[src/sle_pkg.sv]
// sle_pkg: request and status codes, datapath command and status types
// shared by the controller, the datapath and the top level of the list engine
// no dependencies
package sle_pkg;

    localparam logic [2:0] FUNC_PUSH_BACK  = 3'd0;
    localparam logic [2:0] FUNC_PUSH_FRONT = 3'd1;
    localparam logic [2:0] FUNC_POP_FRONT  = 3'd2;
    localparam logic [2:0] FUNC_POP_BACK   = 3'd3;
    localparam logic [2:0] FUNC_FIND       = 3'd4;
    localparam logic [2:0] FUNC_INSERT     = 3'd5;
    localparam logic [2:0] FUNC_ERASE      = 3'd6;

    localparam logic [2:0] ST_OK       = 3'd0;
    localparam logic [2:0] ST_FULL     = 3'd1;
    localparam logic [2:0] ST_EMPTY    = 3'd2;
    localparam logic [2:0] ST_BADPOS   = 3'd3;
    localparam logic [2:0] ST_NOTFOUND = 3'd4;

    typedef enum logic [2:0]
    {
        PTR_HOLD,
        PTR_TOP,
        PTR_POS1,
        PTR_ZERO,
        PTR_INC,
        PTR_DEC
    } ptr_op_t;

    typedef enum logic [2:0]
    {
        WR_NONE,
        WR_UP,
        WR_DN,
        WR_WORD_POS,
        WR_WORD_CNT
    } wr_sel_t;

    typedef struct packed
    {
        logic       load_req;
        ptr_op_t    ptr_op;
        wr_sel_t    wr_sel;
        logic       cnt_inc;
        logic       cnt_dec;
        logic       set_status;
        logic [2:0] status_code;
        logic       set_found;
        logic       out_load;
    } dp_cmd_t;

    typedef struct packed
    {
        logic [2:0] func;
        logic       full;
        logic       empty;
        logic       pos_gt_cnt;
        logic       pos_eq_cnt;
        logic       pos_ge_cnt;
        logic       pos_is_last;
        logic       ptr_at_pos;
        logic       ptr_at_last;
        logic       match;
    } dp_stat_t;

endpackage

[src/sle_req_if.sv]
// sle_req_if: request channel of the list engine, valid/ready with payload
// no dependencies
interface sle_req_if;
    logic               valid;
    logic               ready;
    logic        [2:0]  func;
    logic        [6:0]  position;
    logic signed [31:0] value;

    modport source (output valid, output func, output position, output value, input ready);
    modport sink (input valid, input func, input position, input value, output ready);
endinterface

[src/sle_rsp_if.sv]
// sle_rsp_if: response channel of the list engine, valid/ready with payload
// no dependencies
interface sle_rsp_if;
    logic       valid;
    logic       ready;
    logic [2:0] status;
    logic [5:0] found_index;
    logic [6:0] count;

    modport source (output valid, output status, output found_index, output count, input ready);
    modport sink (input valid, input status, input found_index, input count, output ready);
endinterface

[src/sle_ram.sv]
// sle_ram: generic simple dual-port ram, one write port, one registered read port
// no dependencies
module sle_ram #(
    parameter int WIDTH = 32,
    parameter int DEPTH = 64
) (
    input  logic                     clk,
    input  logic                     wr_en,
    input  logic [$clog2(DEPTH)-1:0] wr_addr,
    input  logic [WIDTH-1:0]         wr_data,
    input  logic [$clog2(DEPTH)-1:0] rd_addr,
    output logic [WIDTH-1:0]         rd_data
);
    logic [WIDTH-1:0] mem [DEPTH];

    always_ff @(posedge clk)
    begin
        if (wr_en)
        begin
            mem[wr_addr] <= wr_data;
        end
        rd_data <= mem[rd_addr];
    end
endmodule

[src/sle_datapath.sv]
// sle_datapath: element store, count, scan pointer and response registers
// depends on sle_pkg and sle_ram; driven by sle_ctrl through dp_cmd_t
module sle_datapath #(
    parameter int DEPTH      = 64,
    parameter int DATA_WIDTH = 32
) (
    input  logic               clk,
    input  logic               rst_n,
    input  sle_pkg::dp_cmd_t   cmd,
    output sle_pkg::dp_stat_t  stat,
    input  logic        [2:0]  func,
    input  logic        [6:0]  position,
    input  logic signed [31:0] value,
    output logic        [2:0]  status,
    output logic        [5:0]  found_index,
    output logic        [6:0]  count
);
    import sle_pkg::*;

    localparam int AW = $clog2(DEPTH);
    localparam int CW = $clog2(DEPTH + 1);
    localparam int PW = (CW > 7) ? CW : 7;

    logic [CW-1:0]         count_reg, count_next;
    logic [AW-1:0]         ptr_reg, ptr_next;
    logic [2:0]            func_reg, func_next;
    logic [6:0]            pos_reg, pos_next;
    logic [DATA_WIDTH-1:0] word_reg, word_next;
    logic [2:0]            status_reg, status_next;
    logic [AW-1:0]         found_reg, found_next;
    logic [2:0]            rsp_status_reg, rsp_status_next;
    logic [5:0]            rsp_found_reg, rsp_found_next;
    logic [6:0]            rsp_count_reg, rsp_count_next;

    logic [CW-1:0]         cnt_last;
    logic [AW-1:0]         pos_addr;
    logic [PW-1:0]         pos_ext;
    logic [PW-1:0]         cnt_ext;
    logic                  wr_en;
    logic [AW-1:0]         wr_addr;
    logic [DATA_WIDTH-1:0] wr_data;
    logic [DATA_WIDTH-1:0] rd_data;

    assign cnt_last = count_reg - CW'(1);
    assign pos_addr = AW'(pos_reg);
    assign pos_ext  = PW'(pos_reg);
    assign cnt_ext  = PW'(count_reg);

    assign stat.func        = func_reg;
    assign stat.full        = (count_reg == CW'(DEPTH));
    assign stat.empty       = (count_reg == '0);
    assign stat.pos_gt_cnt  = (pos_ext > cnt_ext);
    assign stat.pos_eq_cnt  = (pos_ext == cnt_ext);
    assign stat.pos_ge_cnt  = (pos_ext >= cnt_ext);
    assign stat.pos_is_last = ((pos_ext + PW'(1)) == cnt_ext);
    assign stat.ptr_at_pos  = (ptr_reg == pos_addr);
    assign stat.ptr_at_last = (ptr_reg == cnt_last[AW-1:0]);
    assign stat.match       = (rd_data == word_reg);

    always_comb
    begin
        func_next = func_reg;
        pos_next  = pos_reg;
        word_next = word_reg;
        if (cmd.load_req)
        begin
            func_next = func;
            pos_next  = (func == FUNC_PUSH_FRONT || func == FUNC_POP_FRONT) ? '0 : position;
            word_next = DATA_WIDTH'($unsigned(value));
        end
    end

    always_comb
    begin
        unique case (cmd.ptr_op)
            PTR_HOLD: ptr_next = ptr_reg;
            PTR_TOP:  ptr_next = cnt_last[AW-1:0];
            PTR_POS1: ptr_next = pos_addr + AW'(1);
            PTR_ZERO: ptr_next = '0;
            PTR_INC:  ptr_next = ptr_reg + AW'(1);
            PTR_DEC:  ptr_next = ptr_reg - AW'(1);
            default:  ptr_next = ptr_reg;
        endcase
    end

    always_comb
    begin
        wr_en   = 1'b1;
        wr_addr = ptr_reg;
        wr_data = rd_data;
        unique case (cmd.wr_sel)
            WR_UP:
            begin
                wr_addr = ptr_reg + AW'(1);
                wr_data = rd_data;
            end
            WR_DN:
            begin
                wr_addr = ptr_reg - AW'(1);
                wr_data = rd_data;
            end
            WR_WORD_POS:
            begin
                wr_addr = pos_addr;
                wr_data = word_reg;
            end
            WR_WORD_CNT:
            begin
                wr_addr = count_reg[AW-1:0];
                wr_data = word_reg;
            end
            default:
            begin
                wr_en = 1'b0;
            end
        endcase
    end

    always_comb
    begin
        count_next = count_reg;
        if (cmd.cnt_inc)
        begin
            count_next = count_reg + CW'(1);
        end
        else if (cmd.cnt_dec)
        begin
            count_next = cnt_last;
        end
    end

    always_comb
    begin
        status_next = status_reg;
        found_next  = found_reg;
        if (cmd.set_found)
        begin
            status_next = ST_OK;
            found_next  = ptr_reg;
        end
        else if (cmd.set_status)
        begin
            status_next = cmd.status_code;
            found_next  = '0;
        end
    end

    always_comb
    begin
        rsp_status_next = rsp_status_reg;
        rsp_found_next  = rsp_found_reg;
        rsp_count_next  = rsp_count_reg;
        if (cmd.out_load)
        begin
            rsp_status_next = status_reg;
            rsp_found_next  = 6'(found_reg);
            rsp_count_next  = 7'(count_reg);
        end
    end

    always_ff @(posedge clk or negedge rst_n)
    begin
        if (!rst_n)
        begin
            count_reg <= '0;
        end
        else
        begin
            count_reg <= count_next;
        end
    end

    always_ff @(posedge clk)
    begin
        ptr_reg        <= ptr_next;
        func_reg       <= func_next;
        pos_reg        <= pos_next;
        word_reg       <= word_next;
        status_reg     <= status_next;
        found_reg      <= found_next;
        rsp_status_reg <= rsp_status_next;
        rsp_found_reg  <= rsp_found_next;
        rsp_count_reg  <= rsp_count_next;
    end

    sle_ram #(
        .WIDTH (DATA_WIDTH),
        .DEPTH (DEPTH)
    ) u_store (
        .clk     (clk),
        .wr_en   (wr_en),
        .wr_addr (wr_addr),
        .wr_data (wr_data),
        .rd_addr (ptr_next),
        .rd_data (rd_data)
    );

    assign status      = rsp_status_reg;
    assign found_index = rsp_found_reg;
    assign count       = rsp_count_reg;
endmodule

[src/sle_ctrl.sv]
// sle_ctrl: request sequencer of the list engine (decode, shift, scan, reply)
// depends on sle_pkg; drives sle_datapath through dp_cmd_t
module sle_ctrl (
    input  logic              clk,
    input  logic              rst_n,
    input  logic              req_valid,
    output logic              req_ready,
    output logic              rsp_valid,
    input  logic              rsp_ready,
    output sle_pkg::dp_cmd_t  cmd,
    input  sle_pkg::dp_stat_t stat
);
    import sle_pkg::*;

    localparam logic [2:0] S_IDLE     = 3'd0;
    localparam logic [2:0] S_DECODE   = 3'd1;
    localparam logic [2:0] S_SHIFT_UP = 3'd2;
    localparam logic [2:0] S_PLACE    = 3'd3;
    localparam logic [2:0] S_SHIFT_DN = 3'd4;
    localparam logic [2:0] S_SCAN     = 3'd5;
    localparam logic [2:0] S_REPLY    = 3'd6;

    logic [2:0] state_reg, state_next;
    logic       rsp_valid_reg, rsp_valid_next;

    always_comb
    begin
        state_next = state_reg;
        cmd        = '0;
        cmd.ptr_op = PTR_HOLD;
        cmd.wr_sel = WR_NONE;
        req_ready  = 1'b0;

        unique case (state_reg)
            S_IDLE:
            begin
                req_ready = 1'b1;
                if (req_valid)
                begin
                    cmd.load_req = 1'b1;
                    state_next   = S_DECODE;
                end
            end
            S_DECODE:
            begin
                cmd.set_status  = 1'b1;
                cmd.status_code = ST_OK;
                state_next      = S_REPLY;
                unique case (stat.func) inside
                    FUNC_PUSH_BACK:
                    begin
                        if (stat.full)
                        begin
                            cmd.status_code = ST_FULL;
                        end
                        else
                        begin
                            cmd.wr_sel  = WR_WORD_CNT;
                            cmd.cnt_inc = 1'b1;
                        end
                    end
                    FUNC_PUSH_FRONT, FUNC_INSERT:
                    begin
                        if (stat.pos_gt_cnt)
                        begin
                            cmd.status_code = ST_BADPOS;
                        end
                        else if (stat.full)
                        begin
                            cmd.status_code = ST_FULL;
                        end
                        else if (stat.pos_eq_cnt)
                        begin
                            cmd.wr_sel  = WR_WORD_POS;
                            cmd.cnt_inc = 1'b1;
                        end
                        else
                        begin
                            cmd.ptr_op = PTR_TOP;
                            state_next = S_SHIFT_UP;
                        end
                    end
                    FUNC_POP_FRONT, FUNC_ERASE:
                    begin
                        if (stat.empty)
                        begin
                            cmd.status_code = ST_EMPTY;
                        end
                        else if (stat.pos_ge_cnt)
                        begin
                            cmd.status_code = ST_BADPOS;
                        end
                        else if (stat.pos_is_last)
                        begin
                            cmd.cnt_dec = 1'b1;
                        end
                        else
                        begin
                            cmd.ptr_op = PTR_POS1;
                            state_next = S_SHIFT_DN;
                        end
                    end
                    FUNC_POP_BACK:
                    begin
                        if (stat.empty)
                        begin
                            cmd.status_code = ST_EMPTY;
                        end
                        else
                        begin
                            cmd.cnt_dec = 1'b1;
                        end
                    end
                    FUNC_FIND:
                    begin
                        cmd.status_code = ST_NOTFOUND;
                        if (!stat.empty)
                        begin
                            cmd.ptr_op = PTR_ZERO;
                            state_next = S_SCAN;
                        end
                    end
                    default:
                    begin
                        cmd.status_code = ST_OK;
                    end
                endcase
            end
            S_SHIFT_UP:
            begin
                cmd.wr_sel = WR_UP;
                if (stat.ptr_at_pos)
                begin
                    state_next = S_PLACE;
                end
                else
                begin
                    cmd.ptr_op = PTR_DEC;
                end
            end
            S_PLACE:
            begin
                cmd.wr_sel  = WR_WORD_POS;
                cmd.cnt_inc = 1'b1;
                state_next  = S_REPLY;
            end
            S_SHIFT_DN:
            begin
                cmd.wr_sel = WR_DN;
                if (stat.ptr_at_last)
                begin
                    cmd.cnt_dec = 1'b1;
                    state_next  = S_REPLY;
                end
                else
                begin
                    cmd.ptr_op = PTR_INC;
                end
            end
            S_SCAN:
            begin
                if (stat.match)
                begin
                    cmd.set_found = 1'b1;
                    state_next    = S_REPLY;
                end
                else if (stat.ptr_at_last)
                begin
                    state_next = S_REPLY;
                end
                else
                begin
                    cmd.ptr_op = PTR_INC;
                end
            end
            S_REPLY:
            begin
                if (!rsp_valid_reg || rsp_ready)
                begin
                    cmd.out_load = 1'b1;
                    state_next   = S_IDLE;
                end
            end
            default:
            begin
                state_next = S_IDLE;
            end
        endcase
    end

    always_comb
    begin
        rsp_valid_next = rsp_valid_reg;
        if (rsp_ready)
        begin
            rsp_valid_next = 1'b0;
        end
        if (cmd.out_load)
        begin
            rsp_valid_next = 1'b1;
        end
    end

    always_ff @(posedge clk or negedge rst_n)
    begin
        if (!rst_n)
        begin
            state_reg     <= S_IDLE;
            rsp_valid_reg <= 1'b0;
        end
        else
        begin
            state_reg     <= state_next;
            rsp_valid_reg <= rsp_valid_next;
        end
    end

    assign rsp_valid = rsp_valid_reg;
endmodule

[src/sequential_list_engine_core.sv]
// sequential_list_engine_core: ordered list of up to DEPTH words with count
// depends on sle_pkg, sle_req_if, sle_rsp_if, sle_ctrl, sle_datapath, sle_ram
//
//   channel  dir  payload                        handshake
//   req      in   func, position, value          valid/ready
//   rsp      out  status, found_index, count     valid/ready
//
// push back, pop back, rejected and unknown requests: decode, then reply
// insert/push front: shift up from top to position, one entry moved per cycle, then place
// erase/pop front: shift down from position + 1 to the last entry, none if position is last
// find: scan from index 0 until a match or the last entry; an empty list is not scanned
// the simple dual-port element ram (one read, one write per cycle) sets the shift and scan rate
// reset empties the list at once, no clearing pass; stored words are undefined until written
// req is taken while an earlier response still waits; a stalled rsp holds the next reply
module sequential_list_engine_core #(
    parameter int DEPTH      = 64,
    parameter int DATA_WIDTH = 32
) (
    input logic        clk,
    input logic        rst_n,
    sle_req_if.sink    req,
    sle_rsp_if.source  rsp
);
    import sle_pkg::*;

    dp_cmd_t  cmd;
    dp_stat_t stat;

    sle_ctrl u_ctrl (
        .clk       (clk),
        .rst_n     (rst_n),
        .req_valid (req.valid),
        .req_ready (req.ready),
        .rsp_valid (rsp.valid),
        .rsp_ready (rsp.ready),
        .cmd       (cmd),
        .stat      (stat)
    );

    sle_datapath #(
        .DEPTH      (DEPTH),
        .DATA_WIDTH (DATA_WIDTH)
    ) u_datapath (
        .clk         (clk),
        .rst_n       (rst_n),
        .cmd         (cmd),
        .stat        (stat),
        .func        (req.func),
        .position    (req.position),
        .value       (req.value),
        .status      (rsp.status),
        .found_index (rsp.found_index),
        .count       (rsp.count)
    );
endmodule
[src/flat_wrapper.sv]
// flat-port wrapper written by rule: the top's interface ports become plain ports
module sequential_list_engine_core_flat import sle_pkg::*;
#(
    parameter int DEPTH      = 64,
    parameter int DATA_WIDTH = 32
)
  (clk, rst_n, req_valid, req_func, req_position, req_value, req_ready, rsp_valid, rsp_status, rsp_found_index, rsp_count, rsp_ready);
  sle_req_if req_i ();
  sle_rsp_if rsp_i ();
  input logic clk;
  input logic rst_n;
  input wire logic [$bits(req_i.valid)-1:0] req_valid;
  input wire logic [$bits(req_i.func)-1:0] req_func;
  input wire logic [$bits(req_i.position)-1:0] req_position;
  input wire logic [$bits(req_i.value)-1:0] req_value;
  output wire logic [$bits(req_i.ready)-1:0] req_ready;
  output wire logic [$bits(rsp_i.valid)-1:0] rsp_valid;
  output wire logic [$bits(rsp_i.status)-1:0] rsp_status;
  output wire logic [$bits(rsp_i.found_index)-1:0] rsp_found_index;
  output wire logic [$bits(rsp_i.count)-1:0] rsp_count;
  input wire logic [$bits(rsp_i.ready)-1:0] rsp_ready;
  assign req_i.valid = req_valid;
  assign req_i.func = req_func;
  assign req_i.position = req_position;
  assign req_i.value = req_value;
  assign req_ready = req_i.ready;
  assign rsp_valid = rsp_i.valid;
  assign rsp_status = rsp_i.status;
  assign rsp_found_index = rsp_i.found_index;
  assign rsp_count = rsp_i.count;
  assign rsp_i.ready = rsp_ready;
  sequential_list_engine_core #(.DEPTH(DEPTH), .DATA_WIDTH(DATA_WIDTH)) u_core (.clk(clk), .rst_n(rst_n), .req(req_i), .rsp(rsp_i));
endmodule
[config.mk]
export PLATFORM = sky130hd
export DESIGN_NAME = sequential_list_engine_core_flat
export DESIGN_NICKNAME = d
export VERILOG_FILES = /design/src/sle_pkg.sv /design/src/sle_req_if.sv /design/src/sle_rsp_if.sv /design/src/sle_ram.sv /design/src/sle_datapath.sv /design/src/sle_ctrl.sv /design/src/sequential_list_engine_core.sv /design/src/flat_wrapper.sv
export SDC_FILE = /design/constraint.sdc
export NUM_CORES = 2
export LEC_CHECK = 0
export BUFFER_PORTS_ARGS = -buffer_cell sky130_fd_sc_hd__buf_2
export CELL_PAD_IN_SITES_DETAIL_PLACEMENT = 0
export CELL_PAD_IN_SITES_GLOBAL_PLACEMENT = 2
export CORE_MARGIN = 2
export CORE_UTILIZATION = 41
export CTS_CLUSTER_DIAMETER = 120
export DETAILED_ROUTE_END_ITERATION = 10
export PLACE_DENSITY_LB_ADDON = 0.1
export SLEW_MARGIN = 5
export SYNTH_ARGS = -nofsm -noshare
export SYNTH_HDL_FRONTEND = slang
export SYNTH_SLANG_ARGS = --single-unit
[constraint.sdc]
create_clock -name clk -period 4.95 [get_ports clk]
set_clock_uncertainty 0.1 [all_clocks]
set_input_delay 0.495 -clock clk [delete_from_list [all_inputs] [get_ports clk]]
set_output_delay 0.495 -clock clk [all_outputs]
set_load 0.005 [all_outputs]
== After elaboration in Yosys (flattened, before gate mapping) ==
Memories as Yosys holds them, arrays and structs flattened. A register that Yosys moved wholly into a read port is not among the register bits.
Index checks and enable logic that the tools add are counted.

* Flip-flop bits (word level): 84
* Memory bits (writable): 2048
* Logic and storage cells: 131
* Memories kept: 1

* Reduce and logical (&&, ||, !) cells: 14
* Equality and inequality tests: 32
* $add $sub $neg: 6
* Mux-type cells: 64
* $lt $le $gt $ge: 2

{| class="wikitable"
|+ Memory list
! name !! depth !! bits a word !! read ports !! clocked after Yosys merged registers in !! write ports !! RTL line !! RTL
|-
| u_core.u_datapath.u_store.mem || 64 || 32 || 1 || 1 || 1 || sle_ram.sv:14 || <nowiki>logic [WIDTH-1:0] mem [DEPTH];</nowiki>
|}

{| class="wikitable"
|+ Operators with widths
! cell !! count
|-
| $mux 3 || 12
|-
| $eq 32x32->1 || 1
|-
| $mux 32 || 1
|-
| $pmux 6 s5 || 1
|-
| $mux 7 || 4
|-
| $eq 3x2->1 const B || 9
|-
| $eq 3x3->1 const B || 9
|-
| $mux 2 || 12
|-
| $pmux 3 s4 || 2
|-
| $pmux 6 s4 || 1
|-
| $pmux 3 s7 || 1
|-
| $mux 1 || 19
|-
| $pmux 3 s3 || 2
|-
| $eq 3x1->1 const B || 5
|-
| $pmux 3 s5 || 1
|-
| $add 7x1->7 const B || 2
|-
| $eq 7x7->1 || 2
|-
| $add 6x1->6 const B || 2
|-
| $eq 6x6->1 || 2
|-
| $mux 6 || 2
|-
| $mux 4 || 2
|-
| $pmux 4 s2 || 1
|-
| $eq 7x7->1 const B || 1
|-
| $ge 7x7->1 || 1
|-
| 14 further kinds || 23
|}

== Depth between registers and ports, before layout ==
* Depth after elaboration: 11
* Mapped depth: 21
* Mapped depth without buffers: 15

== Cells and area by module ==
Synthesis repeated with hierarchy kept, for this count alone.

* Cell total of the unflattened synthesis: 3844
* Area total of the unflattened synthesis: 83914.2 um^2

{| class="wikitable"
|+ By module, submodules not included
! module !! instances !! cells an instance !! area each (um^2)
|-
| sle_ram || 1 || 3324 || 78512.8
|-
| sle_datapath || 1 || 432 || 4760.8
|-
| sle_ctrl || 1 || 88 || 640.6
|}

== Worst setup path before layout ==
OpenSTA, ideal clock, no wires.

* Path kind: register to register
* Start point: reg u_core.u_datapath.count_reg[0], in the netlist u_core.u_datapath.cnt_ext[0]
* End point: mem u_core.u_datapath.u_store.mem[0][0] (enable)
* Clock period less this slack: 5105 ps
* Stages on the path, launching flop included: 15
* Buffers on the path: 2
* Path slack: -155 ps
* Arrival time: 4583 ps
* Path through: dfrtp_1 clkbuf_1 inv_1 ha_1 and3_1 clkbuf_1 a31oi_1 a21oi_1 nor2_1 nor2_1 nand3_1 o21ai_0 a221oi_1 nand3_1 nor2_1

* Word-level cells in the longest chain between the ends: 11
* Elaborated cells between the ends (all ways): 18
* Classes of those cells: 1 x order compare; 6 x eq/ne; 10 x mux; 1 x reduce/logical

{| class="wikitable"
|+ Ends and longest elaborated chain
! item !! RTL line !! RTL
|-
| from (decl) || sle_datapath.sv:24 || <nowiki>logic [CW-1:0] count_reg, count_next;</nowiki>
|-
| from (signal assigned) || sle_datapath.sv:169 || <nowiki>count_reg <= count_next;</nowiki>
|-
| parallel branches: the longest is 11 deep, another holds $gt 7x7->1 || n/a ||
|-
| to (decl) || sle_ram.sv:14 ||
|}

Parallel ways; which one is timed is not known.

== Final worst setup path ==
* Start point: reg u_core.u_datapath.count_reg[0], in the netlist u_core.u_datapath.cnt_ext[0]
* End point: reg u_core.u_datapath.u_store.rd_data[0], read port of u_core.u_datapath.u_store.mem

* Word-level cells in the longest chain between the ends: 8
* Elaborated cells between the ends (all ways): 25
* Classes of those cells: 1 x add/sub; 2 x order compare; 9 x eq/ne; 12 x mux; 1 x reduce/logical

{| class="wikitable"
|+ Ends and longest elaborated chain
! item !! RTL line !! RTL
|-
| parallel branches: the longest is 7 deep, another holds $sub 7x1->7 || n/a ||
|-
| $pmux 6 s5 (*) || sle_datapath.sv:75 || <nowiki>unique case (cmd.ptr_op)</nowiki>
|-
| to (decl) || sle_ram.sv:12 || <nowiki>output logic [WIDTH-1:0] rd_data</nowiki>
|}

Mark *: on every way between the ends.
A chain may end at the register's enable or synchronous reset.

==> flow_summary.json <==
{
  "cts_root_buffer": "clkbuf_16",
  "drv_slew": 0,
  "postPlaceCellArea_um2": 97610,
  "drv_cap": 0,
  "setup_ws_ns": -0.1118,
  "r2r-start": "u_core.u_datapath.cnt_ext[0]",
  "cts.htree.levels": 4,
  "ys_seq_area_share_pct": 74.47,
  "ant_nets": 0,
  "min_path_type": "in -> reg",
  "die_h_um": 463.7,
  "grt_max_degree": 65,
  "slew_headroom_pct": 17.65,
  "fin_area_um2": 106800,
  "n_fill_cell": 18100,
  "syn_area_per_cell_um2": 13.26,
  "hpwl_um": 193200,
  "dr.pass1.iters": 5,
  "critPathTopFamily": "compound AO/OA/AOI/OAI gates",
  "cp-end-kind": "register",
  "startpoint_type": "register",
  "yosysWarnings": 0,
  "clkTransAtPathRegs_ns": 0.06,
  "vias_per_cell": 5.783,
  "crit_buf_inv": 3,
  "drive_gt1_share_pct": 19.55,
  "multi_input_area_um2": 21400,
  "hold_violations": 0,
  "rsz0062_at_grt": "yes",
  "cts.sinks": 2164,
  "hp-start": "req_valid",
  "syn_to_final_growth_pct": 23.30,
  "dieArea_um2": 215000,
  "setup_viol": 3,
  "min_period_over_period_pct": 102.3,
  "fin_cells": 10270,
  "yosysUniqueCellTypes": 85,
  "routed_wirelength_um": 309000,
  "insertion_delay_ns": 0.87,
  "crit_start": "u_core.u_datapath.cnt_ext[0]",
  "critPathSlowestCell": "or4_4",
  "rows": 168,
  "syn_area_um2": 86640,
  "final_cell_mix": "edfxtp_1, nand2_1, buf_4",
  "layout.nets": 7327,
  "antenna_found_initial": 24,
  "cts_tree": "yes",
  "drcViolationCount": 0,
  "syn-num-nets": 6592,
  "start_util_pct": 41.30,
  "design.core.area_um2": 209800,
  "synth-async-reset-ratio_pct": 0.5083,
  "place.gp.congestion": 0.8813,
  "grt_pass1_wl_um": 428700,
  "final_common_cell": "edfxtp_1",
  "detail_route.wl_per_cell_um": 30.08,
  "synth_edf_count": 2112,
  "post-route-min-period_ns": 5.062,
  "fin_util_pct": 50.92,
  "clk_path_buf_depth": 3,
  "crit_required_ns": 5.54,
  "ys_ff_latch": 2164,
  "synthCells": 6534,
  "cp.arrival_ns": 5.66,
  "drtIter0Drc": 6983,
  "register_area_um2": 64520,
  "io_pins": 64,
  "outcome": "finished with violations",
  "crit_chain": "inv_1 -> ha_1 -> or3b_4 -> o41ai_4 -> nor2b_2 -> a311o_2 -> a2111oi_0 -> a311o_1 -> and2_2 -> nor2_2 -> buf_4 -> nand3_1 -> buf_4 -> o22ai_1 -> or4_4 -> a311oi_4",
  "worstMarginPinSlew_ns": 1.235,
  "vias": 59410,
  "dp.cells": 9743,
  "critical_path_peak_fanout": 7,
  "violations": "setup timing",
  "io_buffers": 63,
  "synth_flop_cell": "edfxtp_1",
  "gr-usage-all-layers_pct": 27.89,
  "overflow": 0,
  "die_w_um": 463.7,
  "cts-buffers-inserted": 231,
  "largest_reg_flops": 2048,
  "grt_pass1_vias": 56140,
  "whs_ns": 0.1990,
  "fmax_mhz": 197.6,
  "criticalPathCategory": "reg -> reg",
  "max_stage_delay_ns": 0.59,
  "cp_common_cell": "buf_4"
}
==> final timing paths <==
check	to	slack [ns]	depth (start not counted)
max	u_core.u_datapath.u_store.rd_data[0]	-0.11	16
max reg2reg	u_core.u_datapath.u_store.rd_data[0]	-0.11	16
min	u_core.u_ctrl.state_reg[0]	0.20	6
max in group asynchronous	u_core.u_datapath.cnt_ext[4]	3.66	3
min reg2reg	u_core.u_datapath.found_index[0]	0.33	0
min in group asynchronous	u_core.u_datapath.cnt_ext[2]	0.65	3
==> Yosys cell counts (28+ instances only) <==
cell type  count  area share, %
buf_2        178            1.0
buf_1         50           0.22
a21oi_1      250            1.4
nor4_1        59           0.43
nor2_1       106           0.46
xnor2_1       28           0.28
o21ai_0       59           0.34
nand3_1      498            2.9
dfxtp_1       41           0.95
a211oi_1     271            2.3
edfxtp_1    2112             73
xor2_1        41           0.41
a31oi_1      224            1.6
and3_1       292            2.1
nand2_1     1681            7.3
a311oi_1      82           0.83
nor3_1        28           0.16
o22ai_1       71           0.51
clkbuf_1     222           0.96
==> repair_timing <==
item | CTS | global route
resized for setup | 43 | 126
setup endpoints to repair | 30 | 49
pin swaps | 9 | 38
endpoints found under the hold margin | 55 | 0
hold buffers | 45 | 0
cloned | 3 | 10
setup buffers | 14 | 26
==> kinds of logic (layout without fill, tap and decap cells) <==
group	Yosys count	after routing	synth area share [%]
AND/OR/NAND/NOR	2746	2747	14.03
flip-flops	2164	2164	74.47
AO/OA/AOI/OAI	1056	1056	8.133
buffers and inverters	483	1411	2.426
XOR/XNOR	71	71	0.7495
adder cells (fa/ha/maj)	12	12	0.1733
multiplexers	2	2	0.02455
other	0	6	0
==> through the flow <==
step / TNS [ns] / worst slack, ns
after floorplan: -122.15 / -0.1546
after global placement: -11.06 / -0.9177
after detailed placement: -7.806 / -0.8724
after CTS: -0.1575 / -0.08456
after global routing: -1.323 / -0.1467
final: -0.1218 / -0.1118
==> layout make-up <==
| type | count | share of cell area [%] |
|---|---|---|
| inverter | 21 | 0.1031 |
| clock inverter | 123 | 0.8796 |
| sequential | 2164 | 60.40 |
| clock buffer | 304 | 5.793 |
| timing repair buffer | 962 | 9.480 |
| antenna | 6 | 0.01406 |
| multi-input combinational | 3888 | 20.04 |
| timing repair inverter | 1 | 0.01054 |
| tap | 2805 | 3.285 |
==> worst reg2reg max path, cell delays in order, from the launching register on <==
cell and delay (ns):
dfrtp_1 0.44, inv_1 0.12, ha_1 0.17, or3b_4 0.43
o41ai_4 0.26, nor2b_2 0.10, a311o_2 0.49, a2111oi_0 0.46
a311o_1 0.28, and2_2 0.31, nor2_2 0.12, buf_4 0.19
nand3_1 0.14, buf_4 0.13, o22ai_1 0.09, or4_4 0.59
a311oi_4 0.49
==> metal layers <==
layer	share of wire (%)	routed length (um)	up-vias	GRT usage [%]
li1	-	-	26070	-
met4	2.5	7873	0	7.581
met3	7.0	21610	353	3.334
met2	46	141900	2342	43.44
met5	0	0	-	0
met1	45	137700	30650	41.36
Power is not shown: default switching activity piles up to over one toggle a cycle in this logic, so the estimate is an artifact.
